## src/hw/rtl/gsc_pkg.sv

```systemverilog
// ----------------------------------------------------------------------------
// gsc_pkg
// Types, widths and codes shared by the greedy set cover block.
// ----------------------------------------------------------------------------
`default_nettype none

package gsc_pkg;

    // Default sizes of the element space and of the subset store.
    localparam int DEF_ELEMENTS = 64;
    localparam int DEF_SLOTS    = 32;

    // Field widths of the input and output words.
    localparam int MODE_W  = 2;
    localparam int SLOT_W  = 5;
    localparam int MASK_W  = 64;
    localparam int GAIN_W  = 7;
    localparam int CFG_W   = 6;

    // Largest number of slots a run may consider.
    localparam int MAX_RUN = 32;

    // Input word operation codes.
    typedef enum logic [MODE_W-1:0] {
        MODE_UNIV = 2'd0,
        MODE_SLOT = 2'd1,
        MODE_RUN  = 2'd2
    } t_mode;

    // Commands from the controller to the datapath.
    typedef struct packed {
        logic ld_univ;
        logic ld_slot;
        logic run_start;
        logic scan_start;
        logic scan_issue;
        logic pick;
        logic emit_ok;
        logic emit_fail;
    } t_cmd;

    // Status from the datapath to the controller.
    typedef struct packed {
        logic univ_empty;
        logic limit_zero;
        logic scan_last;
        logic pipe_busy;
        logic best_zero;
        logic out_free;
    } t_sts;

endpackage

`default_nettype wire

```

## src/hw/rtl/gsc_dp.sv

```systemverilog
// ----------------------------------------------------------------------------
// gsc_dp
// Datapath of the cover engine: universe and used flags, the subset store,
// a scan pipeline of read and count stages that counts uncovered elements per slot, the
// best-slot tracker and the result register.
// ----------------------------------------------------------------------------
`default_nettype none

module gsc_dp
    import gsc_pkg::*;
#(
    parameter int ELEMENTS = DEF_ELEMENTS,
    parameter int SLOTS    = DEF_SLOTS
) (
    input  wire logic              i_clk,
    input  wire logic              i_rst_n,
    input  wire t_cmd              i_cmd,
    output t_sts                   o_sts,
    input  wire logic              i_cfg_wr_en,
    input  wire logic [CFG_W-1:0]  i_cfg_wr_data,
    input  wire logic [SLOT_W-1:0] i_slot,
    input  wire logic [MASK_W-1:0] i_mask,
    input  wire logic              i_out_ready,
    output logic                   o_out_valid,
    output logic [SLOT_W-1:0]      o_out_slot,
    output logic [GAIN_W-1:0]      o_out_gain,
    output logic                   o_out_done,
    output logic                   o_out_ok
);

    localparam int RUN_LIMIT = (SLOTS < MAX_RUN) ? SLOTS : MAX_RUN;
    localparam int SW        = $clog2(SLOTS);
    localparam int CW        = $clog2(RUN_LIMIT);
    localparam int LW        = $clog2(RUN_LIMIT + 1);
    localparam int GW        = $clog2(ELEMENTS + 1);

    // Count of set bits in a mask.
    function automatic logic [GW-1:0] f_popcount(input logic [ELEMENTS-1:0] v);
        logic [GW-1:0] n;
        n = '0;
        for (int i = 0; i < ELEMENTS; i++) begin
            n = n + GW'(v[i]);
        end
        return n;
    endfunction

    logic [CFG_W-1:0]    r_cfg;
    logic [LW-1:0]       r_limit;
    logic [ELEMENTS-1:0] r_univ;
    logic [RUN_LIMIT-1:0] r_used;
    logic [ELEMENTS-1:0] r_mem [SLOTS];
    logic [CW-1:0]       r_cnt;

    logic                r_s1_vld;
    logic                r_s1_skip;
    logic [CW-1:0]       r_s1_slot;
    logic [ELEMENTS-1:0] r_s1_data;

    logic                r_s2_vld;
    logic [GW-1:0]       r_s2_cnt;
    logic [CW-1:0]       r_s2_slot;
    logic [ELEMENTS-1:0] r_s2_data;

    logic [GW-1:0]       r_best_gain;
    logic [CW-1:0]       r_best_slot;
    logic [ELEMENTS-1:0] r_best_mask;

    logic                r_out_valid;
    logic [SLOT_W-1:0]   r_out_slot;
    logic [GAIN_W-1:0]   r_out_gain;
    logic                r_out_done;
    logic                r_out_ok;

    // Status toward the controller.
    always_comb begin
        o_sts.univ_empty = (r_univ == '0);
        o_sts.limit_zero = (r_limit == '0);
        o_sts.scan_last  = (LW'(r_cnt) == r_limit - LW'(1));
        o_sts.pipe_busy  = r_s1_vld || r_s2_vld;
        o_sts.best_zero  = (r_best_gain == '0);
        o_sts.out_free   = !r_out_valid || i_out_ready;
    end

    // Slot count register.
    always_ff @(posedge i_clk) begin
        if (!i_rst_n) begin
            r_cfg <= '0;
        end else if (i_cfg_wr_en) begin
            r_cfg <= i_cfg_wr_data;
        end
    end

    // Run limit, universe and used flags.
    always_ff @(posedge i_clk) begin
        if (!i_rst_n) begin
            r_limit <= '0;
            r_univ  <= '0;
            r_used  <= '0;
        end else begin
            if (i_cmd.run_start) begin
                r_used  <= '0;
                r_limit <= (r_cfg > CFG_W'(RUN_LIMIT)) ? LW'(RUN_LIMIT) : LW'(r_cfg);
            end
            if (i_cmd.ld_univ) begin
                r_univ <= i_mask[ELEMENTS-1:0];
            end
            if (i_cmd.pick) begin
                r_univ              <= r_univ & ~r_best_mask;
                r_used[r_best_slot] <= 1'b1;
            end
        end
    end

    // Subset store: one write port for loads, one registered read for the scan.
    always_ff @(posedge i_clk) begin
        if (i_cmd.ld_slot && (32'(i_slot) < SLOTS)) begin
            r_mem[SW'(i_slot)] <= i_mask[ELEMENTS-1:0];
        end
        if (i_cmd.scan_issue) begin
            r_s1_data <= r_mem[SW'(r_cnt)];
        end
    end

    // Scan address counter and first pipeline stage.
    always_ff @(posedge i_clk) begin
        if (!i_rst_n) begin
            r_cnt    <= '0;
            r_s1_vld <= 1'b0;
        end else begin
            r_s1_vld <= i_cmd.scan_issue;
            if (i_cmd.scan_start) begin
                r_cnt <= '0;
            end else if (i_cmd.scan_issue) begin
                r_cnt <= r_cnt + CW'(1);
            end
        end
    end

    always_ff @(posedge i_clk) begin
        if (i_cmd.scan_issue) begin
            r_s1_slot <= r_cnt;
            r_s1_skip <= r_used[r_cnt];
        end
    end

    // Second stage: uncovered element count, zero for a slot already used.
    always_ff @(posedge i_clk) begin
        if (!i_rst_n) begin
            r_s2_vld <= 1'b0;
        end else begin
            r_s2_vld <= r_s1_vld;
        end
    end

    always_ff @(posedge i_clk) begin
        if (r_s1_vld) begin
            r_s2_cnt  <= r_s1_skip ? '0 : f_popcount(r_s1_data & r_univ);
            r_s2_slot <= r_s1_slot;
            r_s2_data <= r_s1_data;
        end
    end

    // Best slot so far; a strict compare keeps the lowest slot on a tie.
    always_ff @(posedge i_clk) begin
        if (!i_rst_n) begin
            r_best_gain <= '0;
        end else if (i_cmd.scan_start) begin
            r_best_gain <= '0;
        end else if (r_s2_vld && (r_s2_cnt > r_best_gain)) begin
            r_best_gain <= r_s2_cnt;
        end
    end

    always_ff @(posedge i_clk) begin
        if (r_s2_vld && (r_s2_cnt > r_best_gain)) begin
            r_best_slot <= r_s2_slot;
            r_best_mask <= r_s2_data;
        end
    end

    // Result register: holds one word until the sink takes it.
    always_ff @(posedge i_clk) begin
        if (!i_rst_n) begin
            r_out_valid <= 1'b0;
        end else if (i_cmd.emit_ok || i_cmd.emit_fail || i_cmd.pick) begin
            r_out_valid <= 1'b1;
        end else if (i_out_ready) begin
            r_out_valid <= 1'b0;
        end
    end

    always_ff @(posedge i_clk) begin
        if (i_cmd.pick) begin
            r_out_slot <= SLOT_W'(r_best_slot);
            r_out_gain <= GAIN_W'(r_best_gain);
            r_out_done <= 1'b0;
            r_out_ok   <= 1'b0;
        end else if (i_cmd.emit_ok || i_cmd.emit_fail) begin
            r_out_slot <= '0;
            r_out_gain <= '0;
            r_out_done <= 1'b1;
            r_out_ok   <= i_cmd.emit_ok;
        end
    end

    assign o_out_valid = r_out_valid;
    assign o_out_slot  = r_out_slot;
    assign o_out_gain  = r_out_gain;
    assign o_out_done  = r_out_done;
    assign o_out_ok    = r_out_ok;

endmodule

`default_nettype wire

```

## config.mk

```make
export PLATFORM = sky130hd
export DESIGN_NAME = gsc_dp
export DESIGN_NICKNAME = d
export VERILOG_FILES = /design/src/hw/rtl/gsc_pkg.sv /design/src/hw/rtl/gsc_dp.sv
export SDC_FILE = /design/constraint.sdc
export NUM_CORES = 2
export LEC_CHECK = 0
export BUFFER_PORTS_ARGS = -buffer_cell sky130_fd_sc_hd__buf_2
export CAP_MARGIN = 30
export CELL_PAD_IN_SITES_DETAIL_PLACEMENT = 1
export CELL_PAD_IN_SITES_GLOBAL_PLACEMENT = 2
export CORE_MARGIN = 10
export CORE_UTILIZATION = 25
export DETAILED_ROUTE_END_ITERATION = 8
export PLACE_DENSITY_LB_ADDON = 0.3
export SETUP_SLACK_MARGIN = 0.3
export SLEW_MARGIN = 25
export SYNTH_ARGS = -nofsm -noshare
export SYNTH_HDL_FRONTEND = slang
export SYNTH_SLANG_ARGS = --single-unit
export TNS_END_PERCENT = 100
```

## constraint.sdc

```tcl
create_clock -name i_clk -period 9.19 [get_ports i_clk]
set_input_delay 0.4595 -clock i_clk [delete_from_list [all_inputs] [get_ports i_clk]]
set_output_delay 0.4595 -clock i_clk [all_outputs]
set_load 0.005 [all_outputs]
```

==> results.toml <==
[status]
status = "complete, no violations"

[clock_network]
cts_max_level = 5
cts_resized = 0
clk_path_buf_depth = 4
cts-root-buf = "clkbuf_16"
numCtsBuffers = 268
cts_tree = "done"
clk_latency_ns = 0.89
clk_transition_reported_paths_ns = 0.06
cts_sinks = 2400

[drt]
drt_iter0_drc = 4269
final_antenna_net_count = 0
viasPerCell = 4.63
first_pass_iters = 5
drc_errors = 0
routedWlPerCell_microns = 28.4
dr_total_vias = 46900
routed_wl_microns = 288000

[placed_design]
dp_slack_ns = 2.83
io_buffers = 107
dpl.hpwl_microns = 163000
dp.cells = 9619
place_congestion = 0.769
placed_area_sq_um = 99500

[hold_path]
hold_class = "in -> reg"

[floorplan]
rows = 223
start_util = 0.251
fp.dieH_microns = 629
core_sq_um = 369000
die-area_sq_um = 395000
io_pins = 108
die_w_microns = 629

[synthesis]
muxShareOfSynthArea = 0.124
seq_area_frac_synth = 0.765
synth_compound_area_frac = 0.0406
yosysUniqueCellTypes = 63
async_flop_share = 0
synth_xor_area_frac = 0.00132
synth_edf_count = 2275
syn_area_sq_um = 92600
synth_flop_cell = "edfxtp_1"
avgSynthCellArea_sq_um = 19.8
synth-simple-area-share = 0.0346
synth-seq-cells = 2400
ys_warn_count = 0
synthAdderAreaFrac = 0.0149
synth_top_family_by_area = "multiplexers"
mappedNetlistNets = 4836
synthCells = 4671

[finish]
stdcell_area_sq_um = 108000
synthToLayoutAreaGrowth_pct = 16.9
final_util = 0.293
final_cells = 10100
final.fill_count = 37700
drive_gt1_frac = 0.200
fin_nets = 5123

[timing]
final.period_utilization = 0.688
max-slew-margin-rel = 0.271
finalSetupViolations = 0
fin_skew_ns = 0.0549
rsz0062_at_grt = "false"
fmax_mhz = 158
fin_crit_ns = 6.32
hold_violations = 0
maxSlewViolCount = 0
finalSetupTns_ns = 0
hold_ws_ns = 0.0645
worst_slack_ns = 2.87
tightest_slew_ns = 1.09

[global_route]
grt_pass1_wl_microns = 402000
grt_start_max_net_pins = 114
grt_antenna_before_repair = 55
gr-total-overflow = 0
grt_use_total = 0.141
grt_pass1_vias = 49800

[critical_path]
crit_fanout = 2
crit_path_end_kind = "register"
critPathKind = "reg -> reg"
cp-start-kind = "register"
required_ns = 9.78
arrival_ns = 6.91

[pwr]
leakagePower_nw = 32.7
ir_drop_uv = 128
power_mw = 23.7
power_density_nw_per_um2 = 219

[job]
cap_viol_max_count = 0
==> area by class of cell <==
type	count	area, sq um	share of cell area
timing repair buffer	263	1910	0.0177
inverter	103	387	0.00357
clock inverter	124	1140	0.0105
clock buffer	350	7390	0.0683
antenna	8	20.0	0.000185
sequential	2400	70800	0.655
multi-input combinational	1922	20300	0.188
tap	4950	6190	0.0572
==> synthesized netlist by cell type, drive strengths merged, types with 8 or more instances <==
library cell,number,area share
a2111oi,8,0.00085
a21boi,68,0.0055
a21oi,13,0.00070
a22o,10,0.00095
a22oi,213,0.017
a31oi,8,0.00054
and2,88,0.0059
buf,162,0.011
clkbuf,84,0.0034
dfxtp,125,0.027
edfxtp,2275,0.74
fa,54,0.012
ha,24,0.0032
inv,103,0.0042
mux2i,350,0.038
mux4,355,0.087
nand2,118,0.0048
nand3,75,0.0041
nand3b,14,0.0012
nand4,41,0.0028
nor2,57,0.0024
nor2b,98,0.0066
nor3,20,0.0011
nor4,33,0.0022
o21ai,72,0.0039
o221ai,11,0.0010
o22a,11,0.0010
o22ai,101,0.0068
xor2,8,0.00076
==> state kept, by name (all words and copies together), names as in the netlist, 6 cells and up <==
register     flops
r_cfg            6
r_univ          64
r_used          32
o_out_gain       7
r_best_mask     64
r_s2_cnt         7
r_s1_data       64
r_s2_data       64
r_best_gain      7
r_limit          6
r_mem         2048
==> kinds of logic after synthesis <==
group / after synthesis
multiplexers: 705
adder cells (fa/ha/maj): 78
AND/OR/NAND/NOR: 587
flip-flops: 2400
XOR/XNOR: 14
AO/OA/AOI/OAI: 538
buffers and inverters: 349
==> critical path: stages, from the launching register on <==
cell	delay, ns
edfxtp_1	0.38
and2_1	0.20
fa_1	0.55
inv_1	0.06
fa_1	0.51
inv_1	0.06
fa_1	0.49
fa_1	0.50
inv_1	0.06
fa_1	0.51
inv_1	0.06
fa_1	0.55
fa_1	0.43
fa_1	0.49
ha_1	0.16
inv_1	0.06
fa_1	0.43
nor2b_1	0.17
o21a_1	0.15
o21a_1	0.14
nor3_1	0.06
==> metal layers <==
layer | track usage | vias to the layer above | part of all wire
met5 | 0 | - | 0.00046
met4 | 0.0257 | 20 | 0.018
met1 | 0.196 | 25700 | 0.45
met2 | 0.235 | 1180 | 0.48
li1 | - | 19600 | -
met3 | 0.0215 | 346 | 0.046
==> layout by cell type (no fill, tap or decap), types with 18 or more instances in the layout <==
cell type | Yosys | routed
inv_1 | 103 | 103
buf_4 | 52 | 128
nor2_1 | 55 | 22
bufinv_16 | 0 | 18
clkinv_1 | 0 | 50
mux4_2 | 348 | 348
nand2_1 | 118 | 118
clkbuf_1 | 82 | 60
nor2_4 | 1 | 34
edfxtp_1 | 2275 | 2275
a22oi_1 | 213 | 213
fa_1 | 54 | 54
nor4_1 | 33 | 26
nand3_1 | 74 | 73
dlygate4sd3_1 | 0 | 18
nor2b_1 | 98 | 94
ha_1 | 24 | 24
dfxtp_1 | 125 | 119
o21ai_0 | 72 | 72
o22ai_1 | 101 | 101
mux2i_1 | 350 | 350
and2_1 | 88 | 87
nand4_1 | 41 | 41
a21boi_0 | 68 | 68
buf_2 | 74 | 104
clkbuf_16 | 0 | 282
clkinv_2 | 0 | 33
==> report_power, final <==
group          internal, mW  switching (mW)  total [mW]
clock network          6.18            4.43        10.6
logic                 0.282           0.568       0.850
registers              12.1          0.0695        12.2
==> what timing repair did <==
item	in CTS	in global routing
hold buffers	18	0
buffers inserted	0	0
endpoints found under the hold margin	14	0
endpoints found under the setup margin	0	0
==> path summary, 6_finish.rpt <==
kind	endpoint	from	slack [ns]	cells after the start
max	r_s2_cnt[4]$_SDFFCE_PP0P_	r_s1_data[51]$_DFFE_PP_	2.87	20
min	r_limit[5]$_SDFFE_PN0P_	i_rst_n	0.06	2
max reg2reg	r_s2_cnt[4]$_SDFFCE_PP0P_	r_s1_data[51]$_DFFE_PP_	2.87	20
min reg2reg	r_best_mask[45]$_DFFE_PP_	r_s2_data[45]$_DFFE_PP_	0.40	0
Power figures use the tool's default switching activity.
