## config.mk

```make
export PLATFORM = sky130hd
export DESIGN_NAME = gsc_ctrl
export DESIGN_NICKNAME = d
export VERILOG_FILES = /design/src/hw/rtl/gsc_pkg.sv /design/src/hw/rtl/gsc_ctrl.sv
export SDC_FILE = /design/constraint.sdc
export NUM_CORES = 1
export LEC_CHECK = 0
export BUFFER_PORTS_ARGS = -buffer_cell sky130_fd_sc_hd__buf_2
export CAP_MARGIN = 20
export CORE_AREA = 4 4 41 43
export CTS_CLUSTER_SIZE = 40
export DETAILED_ROUTE_END_ITERATION = 16
export DIE_AREA = 0 0 45 47
export SLEW_MARGIN = 20
export SYNTH_ARGS = -nofsm -noshare
export SYNTH_HDL_FRONTEND = slang
export SYNTH_SLANG_ARGS = --single-unit
export TNS_END_PERCENT = 10
```

## constraint.sdc

```tcl
create_clock -name i_clk -period 2.26 [get_ports i_clk]
set_clock_uncertainty 0.05 [all_clocks]
set_input_delay 0.452 -clock i_clk [delete_from_list [all_inputs] [get_ports i_clk]]
set_output_delay 0.452 -clock i_clk [all_outputs]
set_load 0.01 [all_outputs]
```

## src/hw/rtl/gsc_pkg.sv

```systemverilog
// ----------------------------------------------------------------------------
// gsc_pkg
// Types, widths and codes shared by the greedy set cover block.
// ----------------------------------------------------------------------------
`default_nettype none

package gsc_pkg;

    // Default sizes of the element space and of the subset store.
    localparam int DEF_ELEMENTS = 64;
    localparam int DEF_SLOTS    = 32;

    // Field widths of the input and output words.
    localparam int MODE_W  = 2;
    localparam int SLOT_W  = 5;
    localparam int MASK_W  = 64;
    localparam int GAIN_W  = 7;
    localparam int CFG_W   = 6;

    // Largest number of slots a run may consider.
    localparam int MAX_RUN = 32;

    // Input word operation codes.
    typedef enum logic [MODE_W-1:0] {
        MODE_UNIV = 2'd0,
        MODE_SLOT = 2'd1,
        MODE_RUN  = 2'd2
    } t_mode;

    // Commands from the controller to the datapath.
    typedef struct packed {
        logic ld_univ;
        logic ld_slot;
        logic run_start;
        logic scan_start;
        logic scan_issue;
        logic pick;
        logic emit_ok;
        logic emit_fail;
    } t_cmd;

    // Status from the datapath to the controller.
    typedef struct packed {
        logic univ_empty;
        logic limit_zero;
        logic scan_last;
        logic pipe_busy;
        logic best_zero;
        logic out_free;
    } t_sts;

endpackage

`default_nettype wire

```

## src/hw/rtl/gsc_ctrl.sv

```systemverilog
// ----------------------------------------------------------------------------
// gsc_ctrl
// Controller of the cover engine: decodes input words and sequences the
// scan, pick and status steps of a run.
// ----------------------------------------------------------------------------
`default_nettype none

module gsc_ctrl
    import gsc_pkg::*;
(
    input  wire logic              i_clk,
    input  wire logic              i_rst_n,
    input  wire logic              i_in_valid,
    input  wire logic [MODE_W-1:0] i_mode,
    input  wire t_sts              i_sts,
    output logic                   o_in_ready,
    output t_cmd                   o_cmd
);

    typedef enum logic [4:0] {
        S_IDLE  = 5'b00001,
        S_CHECK = 5'b00010,
        S_SCAN  = 5'b00100,
        S_DRAIN = 5'b01000,
        S_EMIT  = 5'b10000
    } t_state;

    t_state r_state;
    t_state n_state;

    // Input words are taken only between runs and when the result slot frees.
    assign o_in_ready = (r_state == S_IDLE) && i_sts.out_free;

    // Next state and command decode.
    always_comb begin
        n_state = r_state;
        o_cmd   = '0;
        unique case (r_state)
            S_IDLE: begin
                if (i_in_valid && o_in_ready) begin
                    unique case (i_mode)
                        MODE_UNIV: begin
                            o_cmd.ld_univ = 1'b1;
                            o_cmd.emit_ok = 1'b1;
                        end
                        MODE_SLOT: begin
                            o_cmd.ld_slot = 1'b1;
                            o_cmd.emit_ok = 1'b1;
                        end
                        MODE_RUN: begin
                            o_cmd.run_start = 1'b1;
                            n_state         = S_CHECK;
                        end
                        default: begin
                            n_state = S_IDLE;
                        end
                    endcase
                end
            end
            S_CHECK: begin
                if (i_sts.univ_empty) begin
                    if (i_sts.out_free) begin
                        o_cmd.emit_ok = 1'b1;
                        n_state       = S_IDLE;
                    end
                end else begin
                    o_cmd.scan_start = 1'b1;
                    n_state          = i_sts.limit_zero ? S_EMIT : S_SCAN;
                end
            end
            S_SCAN: begin
                o_cmd.scan_issue = 1'b1;
                if (i_sts.scan_last) begin
                    n_state = S_DRAIN;
                end
            end
            S_DRAIN: begin
                if (!i_sts.pipe_busy) begin
                    n_state = S_EMIT;
                end
            end
            S_EMIT: begin
                if (i_sts.out_free) begin
                    if (i_sts.best_zero) begin
                        o_cmd.emit_fail = 1'b1;
                        n_state         = S_IDLE;
                    end else begin
                        o_cmd.pick = 1'b1;
                        n_state    = S_CHECK;
                    end
                end
            end
            default: begin
                n_state = S_IDLE;
            end
        endcase
    end

    // State register.
    always_ff @(posedge i_clk) begin
        if (!i_rst_n) begin
            r_state <= S_IDLE;
        end else begin
            r_state <= n_state;
        end
    end

endmodule

`default_nettype wire

```

==> results.md, run 1 <==
* Result of the run: complete, no violations
* Buffer cell driving the clock tree root: sky130_fd_sc_hd__clkbuf_4
* Core ar. at 0.00130 mm^2
* Crit path kind: reg -> out
* NumNets Final at 98
* Leakage power at 0.000266 uW
* HPWL after detailed placement at 1000 um
* Count of max-cap constraint violations at 0
* Summed instance area of the synthesized netlist at 489 um^2
* Power per unit of standard cell area at 419 mW/mm^2
* Detailed Routing Iterations Pass 1 at 3
* Die footprint at 0.00212 mm^2
* Routed wire length at 1290 um
* Average routed wire per standard cell at 12.7 um
* H-tree lvl count at 1
* Arrival time of data at the critical path endpoint at 1610 ps
* Clock-pin transition on the worst setup and hold timing paths at 40 ps
* Crit path launch type: register
* TritonCTS clock tree: done
* Worst hold path class: in -> reg
* Count of different cell masters after synthesis at 30
* DRC violations left at 0
* Antenna Violating Nets Remaining at 0
* Layout-stage area growth over the synthesis result at 26.6%
* Flip-flop and latch count after synthesis at 5
* Data required time at the worst endpoint at 1760 ps
* Worst hold margin at 417 ps
* CP Max Fanout at 10
* Global-route usage over all layers at 13.0%
* Number of DRC markers in iteration 0 at 8
* Total via count after detailed routing at 555
* VDD IR-drop max at 0.000292 V
* Leading cell type in the layout, fill and taps excluded: sky130_fd_sc_hd__buf_2
* Per-instance average area after synthesis at 7.30 um^2
* Post-route fraction of the period consumed by the critical path at 93.4%
* Transition at the pin with the smallest max-transition slack at 468 ps
* Final critical-path required period at 2110 ps
* Last weighted congestion value of the routability-driven placer at 0.740
* Number of buffers added by the clock tree synthesis step at 3
* Top layer in use: met3
* Largest net degree at the start of global routing at 13
* Worst rel slew slack at 68.7%
* Number of antenna repair diodes at 0
* Hold Vio Cnt, Final at 0
* Fraction of the yosys area taken by sequential cells at 20.5%
* Routed metal-1 wire length at 633 um
* Capturing element type of the critical path: primary output
* Register containing the most flip-flops in the final layout: r_state
* Number of primary I/O pins at 20
* Routed wl met2 at 569 um
* Number of antenna violations at the first check in global routing at 0
* Clk Latency, worst-skew pair at 230 ps
* Core Rows at 13
* Fraction of the core area covered by cells at the end of the flow at 47.6%
* Die Y-Extent at 47 um
* Maximum buffer depth of the clock tree at 2
* Max FFs per register at 5
* Count of mapped cells out of synthesis at 67
* Largest registers ranked by flip-flop count: r_state x5
* Initial core utilization at 37.6%
* Input/output buffers at 19
* Wire length of the first global-routing pass at 2080 um
* Residual overflow from global routing at 0
* Post-layout instance count excluding filler cells at 101
* Number of global-route vias before repair at 488
* Total nets after synthesis at 78
* Achievable clock frequency at 474 MHz
* Commonest cells after routing, fill and taps aside: sky130_fd_sc_hd__buf_2, sky130_fd_sc_hd__nor2_1, sky130_fd_sc_hd__nand3_1, sky130_fd_sc_hd__nand2_1, sky130_fd_sc_hd__dfxtp_1
* Clock sink total at 5
* Max-slew violation count at 0
* Cell Count Post-Placement at 97
* Setup repair after global routing missed its margin: false
* Number of hold buffers added after cts at 0
* DR vias/cell at 5.50
* Layout cells sized above 1 at 31.4%
* Final Setup Violations at 0
* Count of yosys warnings during synthesis at 0
* Accumulated negative setup slack at 0 ps
* Floorplan die width at 45 um
* Total met3 wirelength after detailed routing at 81 um
-- report_power, final --
part / internal [uW] / switching, uW
clock network: 66.5 / 32.0
logic: 27.6 / 35.1
registers: 91.3 / 6.92
-- metrics by stage --
| stage | cell area [um^2] | total power (uW) | setup WS (ps) |
|---|---|---|---|
| floorplan | 489 | 135 | 374 |
| CTS | 607 | 263 | 73.5 |
| finish | 619 | 259 | 150 |
| detailed placement | 581 | 161 | 324 |
| global route | 619 | 280 | 31.4 |
| global placement | 581 | 160 | 369 |
-- cells in the mapped netlist --
library cell,instances,area share (%)
sky130_fd_sc_hd__nand2_1,6,4.6
sky130_fd_sc_hd__nor4_1,3,3.8
sky130_fd_sc_hd__buf_4,1,1.5
sky130_fd_sc_hd__inv_1,2,1.5
sky130_fd_sc_hd__or4_1,1,1.5
sky130_fd_sc_hd__dfxtp_1,5,20
sky130_fd_sc_hd__mux2i_1,1,2.0
sky130_fd_sc_hd__o31ai_1,1,1.5
sky130_fd_sc_hd__buf_2,3,3.1
sky130_fd_sc_hd__nand3_1,6,6.1
sky130_fd_sc_hd__o211ai_1,1,1.5
sky130_fd_sc_hd__o32ai_1,1,1.8
sky130_fd_sc_hd__a211oi_2,1,2.6
sky130_fd_sc_hd__nor2b_1,1,1.3
sky130_fd_sc_hd__o21ai_0,3,3.1
sky130_fd_sc_hd__nor4b_1,2,3.6
sky130_fd_sc_hd__nand3b_1,2,3.1
sky130_fd_sc_hd__nor4bb_1,1,2.0
sky130_fd_sc_hd__and2_1,3,3.8
sky130_fd_sc_hd__o22ai_1,1,1.3
sky130_fd_sc_hd__nor3_1,2,2.0
sky130_fd_sc_hd__or3b_4,1,2.3
sky130_fd_sc_hd__o21ai_1,2,2.0
sky130_fd_sc_hd__nor2_1,7,5.4
sky130_fd_sc_hd__nand2b_1,2,2.6
sky130_fd_sc_hd__a22oi_1,2,3.1
sky130_fd_sc_hd__a2111oi_4,1,5.6
sky130_fd_sc_hd__xor2_1,1,1.8
sky130_fd_sc_hd__a21oi_1,1,1.0
sky130_fd_sc_hd__and3_1,3,3.8
-- worst paths after layout --
path	from	to	slack, ps	depth (start not counted)
setup / recovery	r_state[1]	o_cmd[1]	150	6
hold / removal	i_rst_n	r_state[0]	420	2
setup reg to reg	r_state[2]	r_state[3]	450	5
hold reg to reg	r_state[1]	r_state[1]	560	2
-- critical path, stage by stage, from the launching register on --
cell and delay (ps):
sky130_fd_sc_hd__dfxtp_1 410, sky130_fd_sc_hd__nor4_2 330, sky130_fd_sc_hd__nand2_1 200, sky130_fd_sc_hd__nor2_1 140, sky130_fd_sc_hd__a22oi_1 90, sky130_fd_sc_hd__nor2_1 80
sky130_fd_sc_hd__buf_2 130
-- cell families (layout without fill, tap and decap cells) --
group	Yosys count	after routing	share of synthesized area, %
AND/OR/NAND/NOR	40	40	46.0
XOR/XNOR	1	1	1.79
multiplexers	1	1	2.05
buffers and inverters	6	25	6.14
flip-flops	5	5	20.5
AO/OA/AOI/OAI	14	14	23.5
-- metal layers --
layer / up-vias / GRT usage, %
met2: 12 / 21.8
met4: 0 / 0
met5: - / 0
met1: 256 / 17.0
met3: 0 / 4.98
li1: 287 / -
-- timing repair --
action	in CTS	in global routing
endpoints found under the setup margin	0	3
setup buffers	0	0
resized for setup	0	2
-- area by class of cell --
cell class | instances | area (um^2)
clock buffer | 4 | 26.3
fill | 157 | 682
inverter | 2 | 7.51
multi-input combinational | 56 | 372
sequential | 5 | 100
tap | 15 | 18.8
timing repair buffer | 19 | 95.1
Power figures use the tool's default switching activity.
==> run 2, diff against run 1 <==
--- a/config.mk
+++ b/config.mk
@@ -7,10 +7,10 @@
 export LEC_CHECK = 0
 export BUFFER_PORTS_ARGS = -buffer_cell sky130_fd_sc_hd__buf_2
 export CAP_MARGIN = 20
-export CORE_AREA = 4 4 41 43
+export CORE_AREA = 2 2 39 41
 export CTS_CLUSTER_SIZE = 40
 export DETAILED_ROUTE_END_ITERATION = 16
-export DIE_AREA = 0 0 45 47
+export DIE_AREA = 0 0 41 43
 export SLEW_MARGIN = 20
 export SYNTH_ARGS = -nofsm -noshare
 export SYNTH_HDL_FRONTEND = slang
==> run 2 against run 1 <==
Against the previous run:
- first-iteration DRC count grew 110%
- utilization shrank 2.1 points
- total power grew 2.7%
- final cell count grew 3.0%
- critical path type unchanged
- routed wire length grew 0.31%
- sequential power shrank 0.6%
- clock-buffer cell count is the same
- sequential cell count is the same
- global-route usage grew 4.9 points
- worst hold slack lost 3.7 ps
- maximum frequency grew 0.26%
- clock power grew 6%
==> results.md, run 2 (same netlist as run 1, synthesis figures left out) <==
* Input/output buffers at 19
* Number of antenna repair diodes at 0
* Hold Vio Cnt, Final at 0
* Core Rows at 14
* Accumulated negative setup slack at 0 ps
* Average routed wire per standard cell at 12.4 um
* Number of hold buffers added after cts at 0
* CP Max Fanout at 10
* Cell with the largest stage delay on the worst path: sky130_fd_sc_hd__dfxtp_1
* Core ar. at 0.00138 mm^2
* Die footprint at 0.00176 mm^2
* H-tree lvl count at 1
* Max-slew violation count at 0
* Worst hold path class: in -> reg
* Initial core utilization at 35.4%
* Number of global-route vias before repair at 504
* Buffer cell driving the clock tree root: sky130_fd_sc_hd__clkbuf_4
* CP top delay family: simple AND/OR/NAND/NOR gates
* Crit path kind: reg -> out
* Critical path's largest stage delay at 400 ps
* Layout cells sized above 1 at 31.8%
* Max FFs per register at 5
* HPWL after detailed placement at 986 um
* Critical path, cell by cell: nor4_2 > nand2_1 > nor4b_1 > buf_2
* Cell Count Post-Placement at 99
* Layout-stage area growth over the synthesis result at 28.6%
* Total via count after detailed routing at 563
* Largest net degree at the start of global routing at 13
* Clk Latency, worst-skew pair at 240 ps
* Leakage power at 0.000275 uW
* Data required time at the worst endpoint at 1760 ps
* Worst hold margin at 413 ps
* Achievable clock frequency at 475 MHz
* Final Setup Violations at 0
* Number of fill cells at 145
* Final critical-path required period at 2100 ps
* DR vias/cell at 5.41
* Commonest cells after routing, fill and taps aside: sky130_fd_sc_hd__buf_2, sky130_fd_sc_hd__nor2_1, sky130_fd_sc_hd__nand3_1, sky130_fd_sc_hd__nand2_1, sky130_fd_sc_hd__dfxtp_1
* Crit path launch type: register
* Global-route usage over all layers at 18.0%
* Routed wire length at 1290 um
* DRC violations left at 0
* Largest registers ranked by flip-flop count: r_state x5
* Clock sink total at 5
* Worst rel slew slack at 72.7%
* Register containing the most flip-flops in the final layout: r_state
* Number of primary I/O pins at 20
* Result of the run: complete, no violations
* Post-layout instance count excluding filler cells at 104
* Clock-pin transition on the worst setup and hold timing paths at 40 ps
* Transition at the pin with the smallest max-transition slack at 409 ps
* Capturing element type of the critical path: primary output
* TritonCTS clock tree: done
* Number of DRC markers in iteration 0 at 17
* Leading cell type in the layout, fill and taps excluded: sky130_fd_sc_hd__buf_2
* Last weighted congestion value of the routability-driven placer at 0.798
* Detailed Routing Iterations Pass 1 at 4
* Arrival time of data at the critical path endpoint at 1600 ps
* Wire length of the first global-routing pass at 2150 um
* VDD IR-drop max at 0.000377 V
* Buf+Inv Stages, Crit Path at 1
* Floorplan die width at 41 um
* Antenna Violating Nets Remaining at 0
* Die Y-Extent at 43 um
* Post-route fraction of the period consumed by the critical path at 93.1%
* NumNets Final at 100
* Maximum buffer depth of the clock tree at 2
* Number of antenna violations at the first check in global routing at 0
* Residual overflow from global routing at 0
* Count of max-cap constraint violations at 0
* Power per unit of standard cell area at 423 mW/mm^2
* Number of buffers added by the clock tree synthesis step at 3
## run 2: cell count changes in the layout (fill, tap and decap cells not counted), sizes merged
| cell | delta |
|---|---|
| buf | +2 |
## run 2: what timing repair did
item	in CTS	in global routing
gates resized for setup	0	1
endpoints found under the setup margin	0	2
buffers inserted	0	1
## run 2: final timing paths
path                            startpoint          to  slack [ps]  cells after the start
worst min-delay path               i_rst_n  r_state[0]         410                      2
worst max register to register  r_state[2]  r_state[1]         450                      5
worst min register to register  r_state[1]  r_state[1]         560                      2
worst max-delay path            r_state[1]    o_cmd[6]         160                      4
## run 2: where the power goes
group	switching, uW	internal [uW]	total (uW)
combinational	35.0	30.0	65.0
clock	37.1	66.8	104
sequential	6.34	91.3	97.6
total	78.4	188	266
## run 2: cell type report
cell class	count	area, um^2	area share (%)
sequential	5	100	15.9
tap	16	20.0	3.18
clock buffer	4	26.3	4.17
multi-input combinational	56	365	58.1
timing repair buffer	21	110	17.5
inverter	2	7.51	1.19
## run 2: metal layers
metal  vias to the layer above  track usage [%]  share of wire [%]
met2                        18             24.1                 44
met5                         -                0                  0
met1                       253             23.7                 48
met4                         0             6.00                  0
li1                        292                -                  -
met3                         0             9.95                7.8
## run 2: per-stage QoR
step                      power (uW)  cell area (um^2)  util [%]  setup slack, ps
after floorplan                  135               489         -              374
after global placement           160               589      42.6              403
after detailed placement         161               589      42.6              353
after CTS                        266               616      44.5             89.6
after global routing             291               629      45.5           -0.124
final                            266               629      45.5              155
==> run 3, diff against run 2 <==
--- a/config.mk
+++ b/config.mk
@@ -5,13 +5,13 @@
 export SDC_FILE = /design/constraint.sdc
 export NUM_CORES = 1
 export LEC_CHECK = 0
+export ABC_AREA = 1
 export BUFFER_PORTS_ARGS = -buffer_cell sky130_fd_sc_hd__buf_2
 export CAP_MARGIN = 20
 export CORE_AREA = 2 2 39 41
 export CTS_CLUSTER_SIZE = 40
 export DETAILED_ROUTE_END_ITERATION = 16
 export DIE_AREA = 0 0 41 43
-export SLEW_MARGIN = 20
 export SYNTH_ARGS = -nofsm -noshare
 export SYNTH_HDL_FRONTEND = slang
 export SYNTH_SLANG_ARGS = --single-unit
==> run 3 against run 2 <==
Against the previous run:
- clock power increased by 7%
- synthesized area unchanged
- critical path depth increased by 4
- sequential cell count unchanged
- maximum frequency increased by 6.4%
- global-route usage increased by 0.30 points
- critical path type unchanged
==> results.md, run 3 <==
* Result of the run: complete, no violations
* VDD IR-drop max at 0.000467 V
* Max FFs per register at 5
* Average routed wire per standard cell at 10.4 um
* Number of enable-type register cells in the synthesized netlist at 0
* Total via count after detailed routing at 560
* Floorplan die width at 41 um
* Transition at the pin with the smallest max-transition slack at 278 ps
* Final critical-path required period at 1980 ps
* Leakage power at 0.000364 uW
* Post-CTS Resized at 0
* Layout cells sized above 1 at 37.5%
* Total nets after synthesis at 92
* Last weighted congestion value of the routability-driven placer at 0.890
* Maximum buffer depth of the clock tree at 2
* Post-layout instance count excluding filler cells at 120
* Pre-CTS setup slack at 548 ps
* DR vias/cell at 4.67
* Summed instance area of the synthesized netlist at 489 um^2
* Number of antenna repair diodes at 0
* Cell Count Post-Placement at 116
* TritonCTS clock tree: done
* Cell with the most instances after synthesis: sky130_fd_sc_hd__nor2_1
* Input/output buffers at 19
* Ranking of synthesized cells by area: sky130_fd_sc_hd__dfxtp_1, sky130_fd_sc_hd__nor2_1, sky130_fd_sc_hd__nand2_1
* Largest registers ranked by flip-flop count: r_state x5
* Number of primary I/O pins at 20
* Clock sink total at 5
* Worst rel slew slack at 81.5%
* Die Y-Extent at 43 um
* Commonest register cell after synthesis: sky130_fd_sc_hd__dfxtp_1
* Min setup slack post-route at 283 ps
* DRC violations left at 0
* Data required time at the worst endpoint at 1760 ps
* Post-CTS Setup Inserts at 0
* Max-slew violation count at 0
* Power per unit of standard cell area at 1220 mW/mm^2
* Flip-flop and latch count after synthesis at 5
* Final Setup Violations at 0
* Core Rows at 14
* Register containing the most flip-flops in the final layout: r_state
* Capturing element type of the critical path: primary output
* Arrival time of data at the critical path endpoint at 1480 ps
* Accumulated negative setup slack at 0 ps
* Count of different cell masters after synthesis at 16
* Worst hold margin at 406 ps
* Commonest cells after routing, fill and taps aside: sky130_fd_sc_hd__nor2_1, sky130_fd_sc_hd__buf_2, sky130_fd_sc_hd__nand2_1
* Count of max-cap constraint violations at 0
* Largest net degree at the start of global routing at 7
* Achievable clock frequency at 506 MHz
* H-tree lvl count at 1
* Count of yosys warnings during synthesis at 0
* NumNets Final at 116
* Number of buffers added by the clock tree synthesis step at 3
* Wire length of the first global-routing pass at 2070 um
* Count of mapped cells out of synthesis at 81
* Core ar. at 0.00138 mm^2
* Residual overflow from global routing at 0
* Layout-stage area growth over the synthesis result at 28.9%
* Clk Latency, worst-skew pair at 250 ps
* Post-route fraction of the period consumed by the critical path at 87.5%
* Initial core utilization at 35.4%
* Async set or reset register ratio after synthesis at 0%
* Die footprint at 0.00176 mm^2
* HPWL after detailed placement at 1040 um
* Per-instance average area after synthesis at 6.04 um^2
* Clock-pin transition on the worst setup and hold timing paths at 50 ps
* Antenna Violating Nets Remaining at 0
* Crit path kind: reg -> out
* Number of antenna violations at the first check in global routing at 0
* Number of fill cells at 157
* Area of all sequential standard cells at 100 um^2
* Number of hold buffers added after cts at 0
* Routed wire length at 1250 um
* Number of DRC markers in iteration 0 at 17
* Number of global-route vias before repair at 533
* Footprint of the multi-input gates at 337 um^2
* Buffer cell driving the clock tree root: sky130_fd_sc_hd__clkbuf_4
* Detailed Routing Iterations Pass 1 at 4
* Fraction of the yosys area taken by sequential cells at 20.5%
* Most frequent cells after synthesis: sky130_fd_sc_hd__nor2_1, sky130_fd_sc_hd__nand2_1, sky130_fd_sc_hd__inv_1
* Hold Vio Cnt, Final at 0
* CP Max Fanout at 5
* Reg-to-reg setup timing slack at 940 ps
* Synth top area share at 20.5%
* Setup repair after global routing missed its margin: false
* Worst hold path class: in -> reg
* Cell type with the largest total area after synthesis: sky130_fd_sc_hd__dfxtp_1
* Global-route usage over all layers at 18.3%
* Crit path launch type: register
run 3: area by class of cell:
class / instances / area share [%]
repair buffers: 19 / 15.1
flip-flops and latches: 5 / 15.9
well taps: 16 / 3.17
multi-input cells: 62 / 53.4
inverters: 14 / 8.33
clock buffers: 4 / 4.17
run 3: cell families (layout without fill, tap and decap cells):
logic type,count (synthesis),in the layout,synth area share [%]
AO/OA/AOI/OAI,5,5,8.95
buffers and inverters,14,37,10.7
flip-flops,5,5,20.5
AND/OR/NAND/NOR,57,57,59.8
run 3: worst max-delay path: stages (launching register included):
cell and delay, ps:
sky130_fd_sc_hd__dfxtp_1 340, sky130_fd_sc_hd__nor2_4 180, sky130_fd_sc_hd__nand2_2 90, sky130_fd_sc_hd__nor2_4 140, sky130_fd_sc_hd__inv_2 70, sky130_fd_sc_hd__nor2_4 100
sky130_fd_sc_hd__nand3_2 80, sky130_fd_sc_hd__o21ai_0 80, sky130_fd_sc_hd__buf_2 150
run 3: worst paths after layout:
check | cells past startpoint | start | endpoint
max reg2reg | 8 | r_state[0] | r_state[1]
min | 2 | i_rst_n | r_state[0]
max | 8 | r_state[2] | o_cmd[1]
min reg2reg | 4 | r_state[3] | r_state[3]
run 3: report_power, final:
part | internal [uW] | switching [uW]
logic | 183 | 307
clock network | 67.2 | 43.8
registers | 122 | 43.8
run 3: through the flow:
stage	utilization, %	power, uW	instance area [um^2]
2_1_floorplan	-	557	489
3_3_place_gp	43.7	655	604
3_5_place_dp	43.7	661	604
4_1_cts	45.6	775	631
5_1_grt	45.6	849	631
6_report	45.6	767	631
run 3: metal layers:
| metal | global-route usage [%] | share of wire (%) | vias to the layer above |
|---|---|---|---|
| met2 | 29.7 | 49 | 23 |
| met1 | 18.3 | 42 | 234 |
| met4 | 14.0 | 2.3 | 0 |
| li1 | - | - | 299 |
| met5 | 0 | 0 | - |
| met3 | 4.71 | 5.9 | 4 |
